`config.mk`:
```
export PLATFORM = sky130hd
export DESIGN_NAME = fvn_div
export DESIGN_NICKNAME = d
export VERILOG_FILES = /design/src/hw/rtl/fvn_pkg.sv /design/src/hw/rtl/fvn_div.sv
export SDC_FILE = /design/constraint.sdc
export NUM_CORES = 1
export LEC_CHECK = 0
export BUFFER_PORTS_ARGS = -buffer_cell sky130_fd_sc_hd__buf_2
export CAP_MARGIN = 20
export CORE_ASPECT_RATIO = 1.1
export CORE_MARGIN = 1.5
export CORE_UTILIZATION = 33
export CTS_CLUSTER_SIZE = 20
export DETAILED_ROUTE_END_ITERATION = 7
export PLACE_DENSITY = 0.51
export SLEW_MARGIN = 25
export SYNTH_ARGS = -nofsm -noshare
export SYNTH_HDL_FRONTEND = slang
export SYNTH_SLANG_ARGS = --single-unit
export TNS_END_PERCENT = 20
```
`constraint.sdc`:
```
create_clock -name clk -period 5.2 [get_ports clk]
set_input_delay 0.26 -clock clk [delete_from_list [all_inputs] [get_ports clk]]
set_output_delay 0.26 -clock clk [all_outputs]
set_load 0.02 [all_outputs]
```
`src/hw/rtl/fvn_pkg.sv`:
```
`timescale 1ns / 1ps

package fvn_pkg;

    localparam logic [31:0] HASH_X    = 32'd374761393;
    localparam logic [31:0] HASH_Y    = 32'd668265263;
    localparam logic [31:0] HASH_S    = 32'd1274126177;
    localparam logic [31:0] HASH_MIX  = 32'd1103515245;
    localparam logic [31:0] SEED_STEP = 32'd7919;

    localparam logic [16:0] Q16_ONE = 17'd65536;

    localparam int OCT_LAT = 11;
    localparam int QUO_W   = 17;

    localparam logic [1:0] REG_SEED   = 2'd0;
    localparam logic [1:0] REG_OCTAVE = 2'd1;
    localparam logic [1:0] REG_MODE   = 2'd2;

    typedef logic [16:0] q16_t;

endpackage

```
`src/hw/rtl/fvn_div.sv`:
```
`timescale 1ns / 1ps

module fvn_div #(
    parameter int DIV_W = 8
) (
    input  logic                 clk,
    input  logic                 en,
    input  logic [DIV_W+16:0]    dividend,
    input  logic [DIV_W-1:0]     divisor,
    output fvn_pkg::q16_t        quotient
);
    import fvn_pkg::*;

    logic [DIV_W-1:0] rem_reg [QUO_W];
    logic [QUO_W-1:0] low_reg [QUO_W];
    logic [QUO_W-1:0] quo_reg [QUO_W];
    logic [DIV_W-1:0] dvs_reg [QUO_W];

    genvar k;
    generate
        for (k = 0; k < QUO_W; k++)
        begin : g_step
            logic [DIV_W-1:0] rem_in, dvs_in;
            logic [QUO_W-1:0] low_in, quo_in;
            logic [DIV_W:0]   trial;
            logic             ge;
            if (k == 0)
            begin : g_first
                assign rem_in = dividend[DIV_W+16:QUO_W];
                assign low_in = dividend[QUO_W-1:0];
                assign quo_in = '0;
                assign dvs_in = divisor;
            end
            else
            begin : g_next
                assign rem_in = rem_reg[k-1];
                assign low_in = low_reg[k-1];
                assign quo_in = quo_reg[k-1];
                assign dvs_in = dvs_reg[k-1];
            end
            assign trial = {rem_in, low_in[QUO_W-1]};
            assign ge    = trial >= {1'b0, dvs_in};
            always_ff @(posedge clk)
            begin
                if (en)
                begin
                    rem_reg[k] <= ge ? DIV_W'(trial - {1'b0, dvs_in}) : DIV_W'(trial);
                    low_reg[k] <= {low_in[QUO_W-2:0], 1'b0};
                    quo_reg[k] <= {quo_in[QUO_W-2:0], ge};
                    dvs_reg[k] <= dvs_in;
                end
            end
        end
    endgenerate

    assign quotient = quo_reg[QUO_W-1];

endmodule

```
Word-level counts from Yosys, hierarchy flattened
Memory sizes are Yosys's and may differ from the RTL's.
Cells that the tools add are included.
{ "op_classes": {"n_mux": 19, "order_cmp": 17, "addsub": 17} }
{ "op_table": {"columns": ["cell", "count"], "rows": [
  ["9-bit by 8-bit >= comparator with 1-bit output", 17],
  ["8-bit 2-to-1 mux", 17],
  ["8-bit subtractor", 17],
  ["1-bit 2-to-1 mux", 2]
]} }
{ "totals": {"regBits": 0, "ram_bits": 833, "out_inout_bits": 17, "in_bits": 35, "n_memories": 4, "elab_cells": 57} }
{ "memory_table": {"columns": ["memory", "words", "width", "read_ports", "rd_clocked_by_memory_dff", "write_ports", "line", "text"], "rows": [
  ["quo_reg", 17, 17, 17, 0, 17, "fvn_div.sv:16", "logic [QUO_W-1:0] quo_reg [QUO_W];"],
  ["low_reg", 17, 16, 16, 0, 17, "fvn_div.sv:15", "logic [QUO_W-1:0] low_reg [QUO_W];"],
  ["dvs_reg", 17, 8, 16, 0, 17, "fvn_div.sv:17", "logic [DIV_W-1:0] dvs_reg [QUO_W];"],
  ["rem_reg", 17, 8, 16, 0, 17, "fvn_div.sv:14", "logic [DIV_W-1:0] rem_reg [QUO_W];"]
]} }

Logic depth before layout (Yosys ltp)
Gate-level depths: netlist of the first run.
An unclocked memory read counts as a cell.
{ "logic_depth": {"depth_word": 3, "ltp_mapped": 9, "ltp_nobuf": 8} }

Worst setup path after synthesis of the first run
Ideal clock, no wire load.
{ "synth_path": {"path_kind": "register to register", "start": "memory rem_reg[11][5], in the netlist rem_reg[0][93]", "end": "memory rem_reg[12][4], in the netlist rem_reg[0][100] (data pin)", "n_path_buf": 1, "setup_slack_ps": 3040, "path_stages_with_launch": 7, "arrival_ps": 1900, "period_less_slack_ps": 2160, "setup_ps": 260, "cell_sequence": "edfxtp_1 ha_1 a21o_1 a2111oi_2 o21a_1 buf_6 mux2_4"} }
{ "synth_lines": {"columns": ["item", "line"], "rows": [
  ["start, declared", "fvn_div.sv:14"]
]} }

==> metrics, run 1 <==
Synth Area in Simple Gates ~5%; drt initial violations between 600 and 700; worst path bufs/invs 0; Top Metal Used met4; Mapped Nets about 1.8k; PostCTS Resize Cnt 0; Final Wtd Congestion about 0.83; Slew headroom roughly two fifths; WL met1 18000 µm; worst skew pair latency 0.63 ns; worst setup slack after layout approximately 2.6 ns; CP Launch Point rem_reg[0][93]; Top delay family on crit path compound AO/OA/AOI/OAI gates; Final Instance Area ~0.029 mm²; vias per cell between 4 and 5; DRC 0; Fillers around 7k; Max Clk Rate just under 400 MHz; synth unique cells 51; clk_skew roughly 0.033 ns; critical path launch point type flop; Hold Crit Class in -> reg; CTS tree done; adder-cell share of the synthesized area under 10%; clk sink count approximately 550; final layout net count 1922; Synth Register Bits between 500 and 600; Post-Syn Area between 0.02 and 0.025 mm²; part of the cycle the worst path needs 49.4%; R2R Path End rem_reg[0][101]; post-synthesis mux area share just under 7%; drt wl/cell 14.9 µm; Syn Area/Cell about 15 µm²; clock slew at reported path FFs roughly 0.060 ns; max-slew violations 0; vias in the first global route around 13k; Gate Count Post-Synth about 1.6k; unrepaired setup endpoints after global routing no; CP endpoint rem_reg[0][101]; CORE AREA 0.0748 mm²; Die H approximately 290 µm; routed via count 12.9k; EDFF count, synth between 500 and 600; DR pass1 iterations 4; maximum buffer depth of the clock tree 3; CP Max Fanout 9; initial antenna violation count 0; # IOs between 50 and 60; critical path endpoint category flop; GRT Resource Usage Total between 10% and 20%; Compound-Gate Fraction of Synth Area a little under a tenth; Place WS approximately 2.6 ns; total CTS buffers 59; prevailing post-synth register cell edfxtp_1; R2R depth 5; peak supply drop between 200 and 300 µV; most frequent cells in the layout edfxtp_1, inv_1, ha_1; global-route wire length before repair around 66000 µm; Pwr Density 535 mW/mm²; CP Class reg -> reg; synth warn 0; non-filler cells, final roughly 2.7k; Worst-Margin Slew between 0.8 and 0.9 ns; Crit path arrival time 2.94 ns; Final Hold Fails 0; multi-input logic area 0.00767 mm²; Final setup viols 0; most common cell after layout, fill and taps aside edfxtp_1; cell count along the critical path 5; gr ovfl total 0; Max H-tree Level 2; Site Rows ~110; Die W about 270 µm; die footprint 0.0773 mm²; RR Startpoint rem_reg[0][93]; Leak roughly 11 nW; Synth Area in XOR/XNOR under 10%; Routed met3 length 1470 µm; max incr delay on CP ~0.53 ns; register area 0.0164 mm²; Area after DPL 0.0263 mm²; max reg flops ~150; crit-path cells ha_1 -> a21o_1 -> a2111oi_2 -> o21a_1 -> mux2_4; largest family of logic cells by synthesized area compound AO/OA/AOI/OAI gates; total power between 15 and 20 mW; reg2reg setup slack ~2.6 ns; clock root cell clkbuf_16; sequential share of the synthesized area about 66%; Total Wirelength between 40000 and 50000 µm; Starting Density between 30% and 40%; met2 wire len between 20000 and 25000 µm; post-layout minimum cycle time 2.57 ns; Port Buf Inserts between 50 and 60; dpl cells 2606; CP max-delay cell o21a_1; Area Overhead vs Synth 14.4%; outcome finished clean; Final ANT Viol Nets 0; layout cells sized above 1 16.9%; n_diodes 0; largest net degree at the start of global routing about 150; Detailed Place HPWL about 27000 µm; MaxCap Viol Count 0; CP required roughly 5.6 ns; Post-CTS Setup Repair Bufs 0; Setup TNS 0 ns; ys async rst share 0%
worst min-delay path by stage:
stage	depth (start not counted)	to	slack, ns	from
detailed placement	0	low_reg[0][103]	0.40	low_reg[0][86]
floorplan	0	dvs_reg[0][0]	0.36	divisor[0]
CTS	3	rem_reg[0][1]	0.02	dividend[17]
finish	3	rem_reg[0][1]	0.05	dividend[17]
global placement	0	quo_reg[16][16]	0.40	quo_reg[15][15]
global route	3	rem_reg[0][1]	0.08	dividend[17]
where the power goes:
group	switching (mW)	internal, mW
Combinational	2.31	2.52
Clock	1.78	2.45
Sequential	0.358	5.87
Total	4.45	10.8
cell usage after synthesis, types with 12 or more instances:
cell | count | area share (%)
nor2b_1 | 18 | 0.45
a2111oi_2 | 12 | 0.72
a311o_1 | 16 | 0.64
o31a_1 | 16 | 0.56
and3_1 | 13 | 0.33
fa_1 | 16 | 1.3
a211o_1 | 24 | 0.84
ha_1 | 136 | 6.8
a21o_1 | 37 | 1.1
a211oi_2 | 12 | 0.60
nor4_1 | 16 | 0.40
nand2b_1 | 28 | 0.70
mux2i_1 | 32 | 1.3
buf_2 | 15 | 0.30
nor2_1 | 59 | 0.89
buf_6 | 13 | 0.59
o21a_1 | 29 | 0.87
o21ai_0 | 27 | 0.54
nand3_1 | 32 | 0.64
a21o_2 | 12 | 0.42
xnor2_1 | 44 | 1.5
o311a_2 | 12 | 0.54
mux2_4 | 87 | 5.2
nand2_1 | 20 | 0.30
inv_1 | 191 | 2.9
a211oi_1 | 15 | 0.45
nor3_1 | 53 | 1.1
a21oi_1 | 42 | 0.84
edfxtp_1 | 545 | 66
final cells by class:
type / count / area share [%]
timing repair buffer: 87 / 2.28
multi-input combinational: 851 / 26.9
clock inverter: 43 / 1.60
sequential: 545 / 57.3
inverter: 191 / 2.51
clock buffer: 67 / 5.27
tap: 963 / 4.22
per-layer routing:
layer / vias to the layer above / global-route usage (%)
met1: 6294 / 12.5
met5: - / 0
met4: 0 / 4.20
met3: 79 / 2.15
met2: 162 / 18.5
li1: 6373 / -
what timing repair did:
action / 4_1_cts / 5_1_grt
hold buffers: 31 / 0
setup endpoints to repair: 0 / 0
endpoints found under the hold margin: 31 / 0
worst register-to-register path: cells and delay by family, from the launching register on:
kind	cells	cell delay [ns]
multiplexers	1	0.35
adder cells (fa/ha/maj)	1	0.38
AO/OA/AOI/OAI	3	1.17
flip-flops	1	0.41
kinds of logic after synthesis:
logic type	after synthesis
DFF	545
AOI/OAI and AO/OA	276
and+or+nand+nor	251
buffers and inverters	219
adders and majority gates	152
muxes	124
xor gates and xnor gates	48
through the flow:
step | util, % | hold slack, ns
3_5_place_dp | 35.2 | 0.405
5_1_grt | 38.2 | 0.0772
6_report | 38.2 | 0.0469
2_1_floorplan | - | 0.359
4_1_cts | 38.2 | 0.0165
3_3_place_gp | 35.2 | 0.400
Power figures use the tool's default switching activity.
==> run 2, diff against run 1 <==
--- a/config.mk
+++ b/config.mk
@@ -5,6 +5,7 @@
 export SDC_FILE = /design/constraint.sdc
 export NUM_CORES = 1
 export LEC_CHECK = 0
+export ABC_AREA = 1
 export BUFFER_PORTS_ARGS = -buffer_cell sky130_fd_sc_hd__buf_2
 export CAP_MARGIN = 20
 export CORE_ASPECT_RATIO = 1.1
@@ -12,7 +13,7 @@
 export CORE_UTILIZATION = 33
 export CTS_CLUSTER_SIZE = 20
 export DETAILED_ROUTE_END_ITERATION = 7
-export PLACE_DENSITY = 0.51
+export PLACE_DENSITY = 0.53
 export SLEW_MARGIN = 25
 export SYNTH_ARGS = -nofsm -noshare
 export SYNTH_HDL_FRONTEND = slang
==> constraint.sdc (replaced) <==
create_clock -name clk -period 2.1 [get_ports clk]
set_input_delay 0.105 -clock clk [delete_from_list [all_inputs] [get_ports clk]]
set_output_delay 0.105 -clock clk [all_outputs]
set_load 0.02 [all_outputs]
==> run 2 against run 1 <==
  * Clock skew down 0.0085 ns
  * Sequential cell count unchanged
  * Fmax up 29%
  * Area after synthesis up 3.4%
  * Die area up 3.4%
  * Utilization up 0.52 points
  * Clock-buffer cell count up 7
  * Hold slack better by 0.027 ns
  * Combinational power rose to 2.5 times the previous value
  * Sequential share of layout area down 2.8 points
  * Via count up 24%
  * Critical path type unchanged
  * Largest power group unchanged
==> metrics, run 2 <==
outcome finished clean; MaxCap Viol Count 0 (unchanged); Gate Count Post-Synth 2353 (+46%); part of the cycle the worst path needs 94.9% (+46 points); vias per cell 4.44 (-5.6%); most frequent cells after synthesis nand2_1, edfxtp_1, inv_1, nand3_1, ha_1; Place WS 0.0399 ns (-2.60 ns); Synth Area in XOR/XNOR 1.63% (-0.055 points); Crit path arrival time 2.36 ns (-0.58 ns); Synth Area in Simple Gates 19.3% (+14 points); maximum buffer depth of the clock tree 3 (unchanged); GRT Resource Usage Total 12.4% (+1.9 points); total CTS buffers 61 (+3.4%); largest net degree at the start of global routing 69 (-52%); Site Rows 107 (+1.9%); Worst-Margin Slew 0.496 ns (-0.401 ns); unrepaired setup endpoints after global routing no; Final Instance Area 0.0300 mm² (+5.1%); most common cell in the netlist nand2_1; CP required 2.47 ns (-3.10 ns); Final setup viols 0 (unchanged); Area Overhead vs Synth 16.3%; EDFF count, synth 545 (unchanged); layout cells sized above 1 9.63% (-7.3 points); ys async rst share 0% (unchanged); CP Max Fanout 9 (unchanged); Mapped Nets 2540 (+41%); Die W 270 µm (+1.7%); final layout net count 2702 (+41%); Compound-Gate Fraction of Synth Area 1.48% (-7.6 points); Leak 13.3 nW (+20%); Hold Crit Class in -> reg; most common cell after layout, fill and taps aside nand2_1; clock slew at reported path FFs 0.06 ns (about the same); Syn Area/Cell 11.0 µm² (-29%); critical path endpoint category flop; CTS tree done; initial antenna violation count 0 (unchanged); proportion of netlist area held by the largest area contributor 63.4% (-2.1 points); post-layout minimum cycle time 1.99 ns (-0.575 ns); clk_skew 0.0240 ns (-0.00854 ns); drt initial violations 951 (+42%); gr ovfl total 0 (unchanged); peak supply drop 642 µV (+150%); Slew headroom 66.9% (+27 points); Max Clk Rate 502 MHz (+29%); adder-cell share of the synthesized area 7.83% (-0.27 points); # IOs 52 (unchanged); drt wl/cell 13.7 µm (-7.8%); Max H-tree Level 2 (unchanged); CP Class reg -> reg; clk sink count 545 (unchanged); Synth Register Bits 545 (unchanged); DR pass1 iterations 5 (+1); Total Wirelength 49500 µm (+21%); Final Hold Fails 0 (unchanged); synth warn 0 (unchanged); post-synthesis mux area share 0% (-6.7 points); prevailing post-synth register cell edfxtp_1; top cells by area, synth edfxtp_1, nand2_1, ha_1, inv_1, nand3_1; Final ANT Viol Nets 0 (unchanged); max-slew violations 0 (unchanged); Post-CTS Setup Repair Bufs 0 (unchanged); critical path launch point type flop; vias in the first global route 15.8k (+18%); Final Wtd Congestion 0.873 (+5.3%); Starting Density 33.3% (-0.098 points); worst skew pair latency 0.62 ns (about the same); most frequent cells in the layout nand2_1, edfxtp_1, inv_1; synth unique cells 27 (-47%); cell taking the most area after synthesis edfxtp_1; Die H 296 µm (+1.7%); clock root cell clkbuf_16; Pwr Density 1290 mW/mm² (+140%); n_diodes 0 (unchanged); max reg flops 153 (unchanged); CORE AREA 0.0775 mm² (+3.7%); Port Buf Inserts 51 (unchanged); largest family of logic cells by synthesized area simple AND/OR/NAND/NOR gates; global-route wire length before repair 80400 µm (+21%); sequential share of the synthesized area 63.4% (-2.1 points); Area after DPL 0.0276 mm² (+4.9%); Detailed Place HPWL 35900 µm (+33%); routed via count 16.0k (+24%); Post-Syn Area 0.0258 mm² (+3.4%); die footprint 0.0799 mm² (+3.4%); worst setup slack after layout 0.107 ns (-2.52 ns); Setup TNS 0 ns (unchanged); DRC 0 (unchanged)
[run 2: path summary, 6_finish.rpt]
| check | start | end | slack [ns] | cells after the start |
|---|---|---|---|---|
| min reg2reg | low_reg[0][54] | low_reg[0][71] | 0.41 | 0 |
| min | dividend[24] | rem_reg[0][5] | 0.07 | 5 |
| max reg2reg | rem_reg[0][97] | rem_reg[0][109] | 0.11 | 7 |
| max | rem_reg[0][97] | rem_reg[0][109] | 0.11 | 7 |
[run 2: kinds of logic after synthesis]
kind of cell / after synthesis
flip-flops: 545
AO/OA/AOI/OAI: 69
buffers and inverters: 407
adder cells (fa/ha/maj): 152
XOR/XNOR: 48
AND/OR/NAND/NOR: 1132
[run 2: timing repair]
action                                  CTS  global route
hold endpoints to repair                 47             0
hold buffers                             33             0
endpoints found under the setup margin    0            66
resized for setup                         0            18
[run 2: critical path: stages (launching register included)]
cell	delay [ns]
edfxtp_1	0.46
ha_1	0.48
nand2_1	0.11
nor2_2	0.12
nand3_1	0.07
and2_2	0.29
nand3_1	0.14
nand2_1	0.08
[run 2: where the power goes]
group / total [mW] / switching, mW / internal, mW
clock network: 10.8 / 4.24 / 6.56
logic: 12.3 / 7.76 / 4.49
registers: 15.7 / 1.10 / 14.6
total: 38.8 / 13.1 / 25.7
[run 2: stage by stage]
step	power, mW	utilization, %	cells	hold slack [ns]
3_5_place_dp	28.1	35.6	3453	0.283
3_3_place_gp	28.0	35.6	3453	0.283
4_1_cts	39.2	38.7	3598	0.0362
6_report	38.8	38.7	3599	0.0744
2_1_floorplan	24.8	-	2353	0.204
5_1_grt	41.7	38.7	3599	0.101
[run 2: metal layers]
metal  wire (µm)  up-vias  share of wire (%)  global-route usage [%]
li1            -     8167                  -                       -
met1       21700     7416                 44                    15.1
met2       24400      280                 49                    21.9
met3        1800      108                3.6                    2.13
met4        1630        0                3.3                    4.95
met5           0        -                  0                       0
[run 2: final cells by class]
cell class                      count  area, µm²
Tap cell                         1035       1290
Sequential cell                   545      16400
Fill cell                        7465      47500
Multi-Input combinational cell   1402       7890
Inverter                          388       1460
Timing Repair Buffer              117        981
Clock inverter                     38        429
Clock buffer                       74       1620
==> run 3, diff against run 2 <==
--- a/config.mk
+++ b/config.mk
@@ -6,7 +6,7 @@
 export NUM_CORES = 1
 export LEC_CHECK = 0
 export ABC_AREA = 1
-export BUFFER_PORTS_ARGS = -buffer_cell sky130_fd_sc_hd__buf_2
+export BUFFER_PORTS_ARGS = -buffer_cell sky130_fd_sc_hd__buf_4
 export CAP_MARGIN = 20
 export CORE_ASPECT_RATIO = 1.1
 export CORE_MARGIN = 1.5
==> run 3 against run 2 <==
  * Utilization is 0.23 points higher
  * Critical path depth up 2
  * Clock-buffer cell count increased by 6
  * Global-route usage up 0.42 points
  * Largest cell class unchanged
==> metrics, run 3 (same netlist as run 2, synthesis figures left out) <==
most frequent cells in the layout nand2_1, edfxtp_1, inv_1; vias per cell 4.46 (+0.49%); most common cell after layout, fill and taps aside nand2_1; Max H-tree Level 3 (+1); clock root cell clkbuf_16; Final setup viols 0 (unchanged); hold slack 0.0567 ns (-0.0177 ns); n_diodes 0 (unchanged); routed via count 16.1k (+0.52%); Hold Crit Class in -> reg; CP endpoint rem_reg[0][52]; Pwr Density 1300 mW/mm² (+0.52%); gr ovfl total 0 (unchanged); reg2reg setup slack 0.13 ns (+0.02 ns); vias in the first global route 16.1k (+2.4%); peak supply drop 555 µV (-14%); Die W 270 µm (unchanged); CP Class reg -> reg; critical path launch point type flop; Starting Density 33.3% (unchanged); RR Startpoint rem_reg[0][43]; largest net degree at the start of global routing 86 (+25%); Die H 296 µm (unchanged); Crit path arrival time 2.30 ns (-0.06 ns); Worst-Margin Slew 0.466 ns (-0.0293 ns); CP Max Fanout 9 (unchanged); non-filler cells, final 3600 (+0.028%); worst setup slack after layout 0.127 ns (+0.0200 ns); critical path endpoint category flop; Final Hold Fails 0 (unchanged); layout cells sized above 1 9.47% (-0.16 points); Area after DPL 0.0277 mm² (+0.38%); maximum buffer depth of the clock tree 3 (unchanged); dpl cells 3452 (-0.029%); Total Wirelength 50600 µm (+2.3%); drt initial violations 971 (+2.1%); clock slew at reported path FFs 0.06 ns (about the same); max-slew violations 0 (unchanged); clk_skew 0.0179 ns (-0.00611 ns); post-layout minimum cycle time 1.97 ns (-0.0200 ns); MaxCap Viol Count 0 (unchanged); Slew headroom 68.9% (+2.0 points); Port Buf Inserts 51 (unchanged); worst skew pair latency 0.59 ns (-0.03 ns); Max Clk Rate 507 MHz (+1.0%); Leak 13.4 nW (+0.40%); Area Overhead vs Synth 17.0%; die footprint 0.0799 mm² (unchanged); Final Instance Area 0.0302 mm² (+0.59%); Final ANT Viol Nets 0 (unchanged); drt wl/cell 14.1 µm (+2.3%); Place WS 0.0468 ns (+0.00689 ns); CTS tree done; outcome finished clean; max reg flops 153 (unchanged); Detailed Place HPWL 36800 µm (+2.3%); CORE AREA 0.0775 mm² (unchanged); global-route wire length before repair 82200 µm (+2.3%); final layout net count 2705 (+0.11%); part of the cycle the worst path needs 93.9% (-0.95 points); clk sink count 545 (unchanged); total CTS buffers 66 (+8.2%); GRT Resource Usage Total 12.8% (+0.42 points); CP Launch Point rem_reg[0][43]; # IOs 52 (unchanged); DR pass1 iterations 7 (+2); R2R depth 9 (+2); Final Wtd Congestion 0.859 (-1.7%); unrepaired setup endpoints after global routing yes; DRC 0 (unchanged); Site Rows 107 (unchanged); R2R Path End rem_reg[0][52]; initial antenna violation count 0 (unchanged); CP required 2.43 ns (-0.04 ns)
## run 3: critical path, cell delays in order, from the launching register on
cell and delay [ns]:
edfxtp_1 0.41, ha_1 0.38, nand2_1 0.11, inv_1 0.06, a21oi_1 0.19, nand2_1 0.13
nand2_4 0.14, nand2_4 0.12, nand2_1 0.09, nand2_1 0.08
## run 3: per-layer routing
| metal | share of wire, % | GRT usage, % |
|---|---|---|
| met5 | 0 | 0 |
| met3 | 3.8 | 2.45 |
| met2 | 51 | 23.5 |
| met4 | 2.6 | 4.80 |
| met1 | 43 | 14.8 |
## run 3: worst min path at each step
stage               slack [ns]              to         start  cells after the start
floorplan                 0.20   dvs_reg[0][0]    divisor[0]                      0
global placement          0.28   low_reg[0][1]   dividend[1]                      1
detailed placement        0.28  low_reg[0][11]  dividend[11]                      1
CTS                      0.007   rem_reg[0][4]  dividend[24]                      5
global route              0.06   rem_reg[0][4]  dividend[24]                      5
finish                    0.06   rem_reg[0][4]  dividend[24]                      5
## run 3: layout make-up
cell class | instances | area, µm²
Inverter | 388 | 1460
Fill cell | 7396 | 47300
Timing Repair Buffer | 116 | 1090
Clock inverter | 35 | 387
Sequential cell | 545 | 16400
Multi-Input combinational cell | 1401 | 7850
Clock buffer | 80 | 1770
Tap cell | 1035 | 1290
## run 3: through the flow
| step | TNS, ns | power, mW | utilization (%) |
|---|---|---|---|
| 2_1_floorplan | 0 | 24.8 | - |
| 3_3_place_gp | 0 | 28.0 | 35.7 |
| 3_5_place_dp | 0 | 28.0 | 35.7 |
| 4_1_cts | 0 | 39.7 | 38.9 |
| 5_1_grt | -0.0138 | 42.1 | 39.0 |
| 6_report | 0 | 39.2 | 39.0 |
## run 3: where the power goes
part / leakage [nW] / internal, mW / switching (mW)
clock network: 1.03 / 6.96 / 4.34
logic: 7.00 / 4.50 / 7.69
registers: 5.34 / 14.6 / 1.09
## run 3: repair_timing
item	in CTS	in global routing
buffers inserted	0	0
gates resized for setup	0	10
hold endpoints to repair	53	0
endpoints found under the setup margin	0	38
hold buffers	33	0
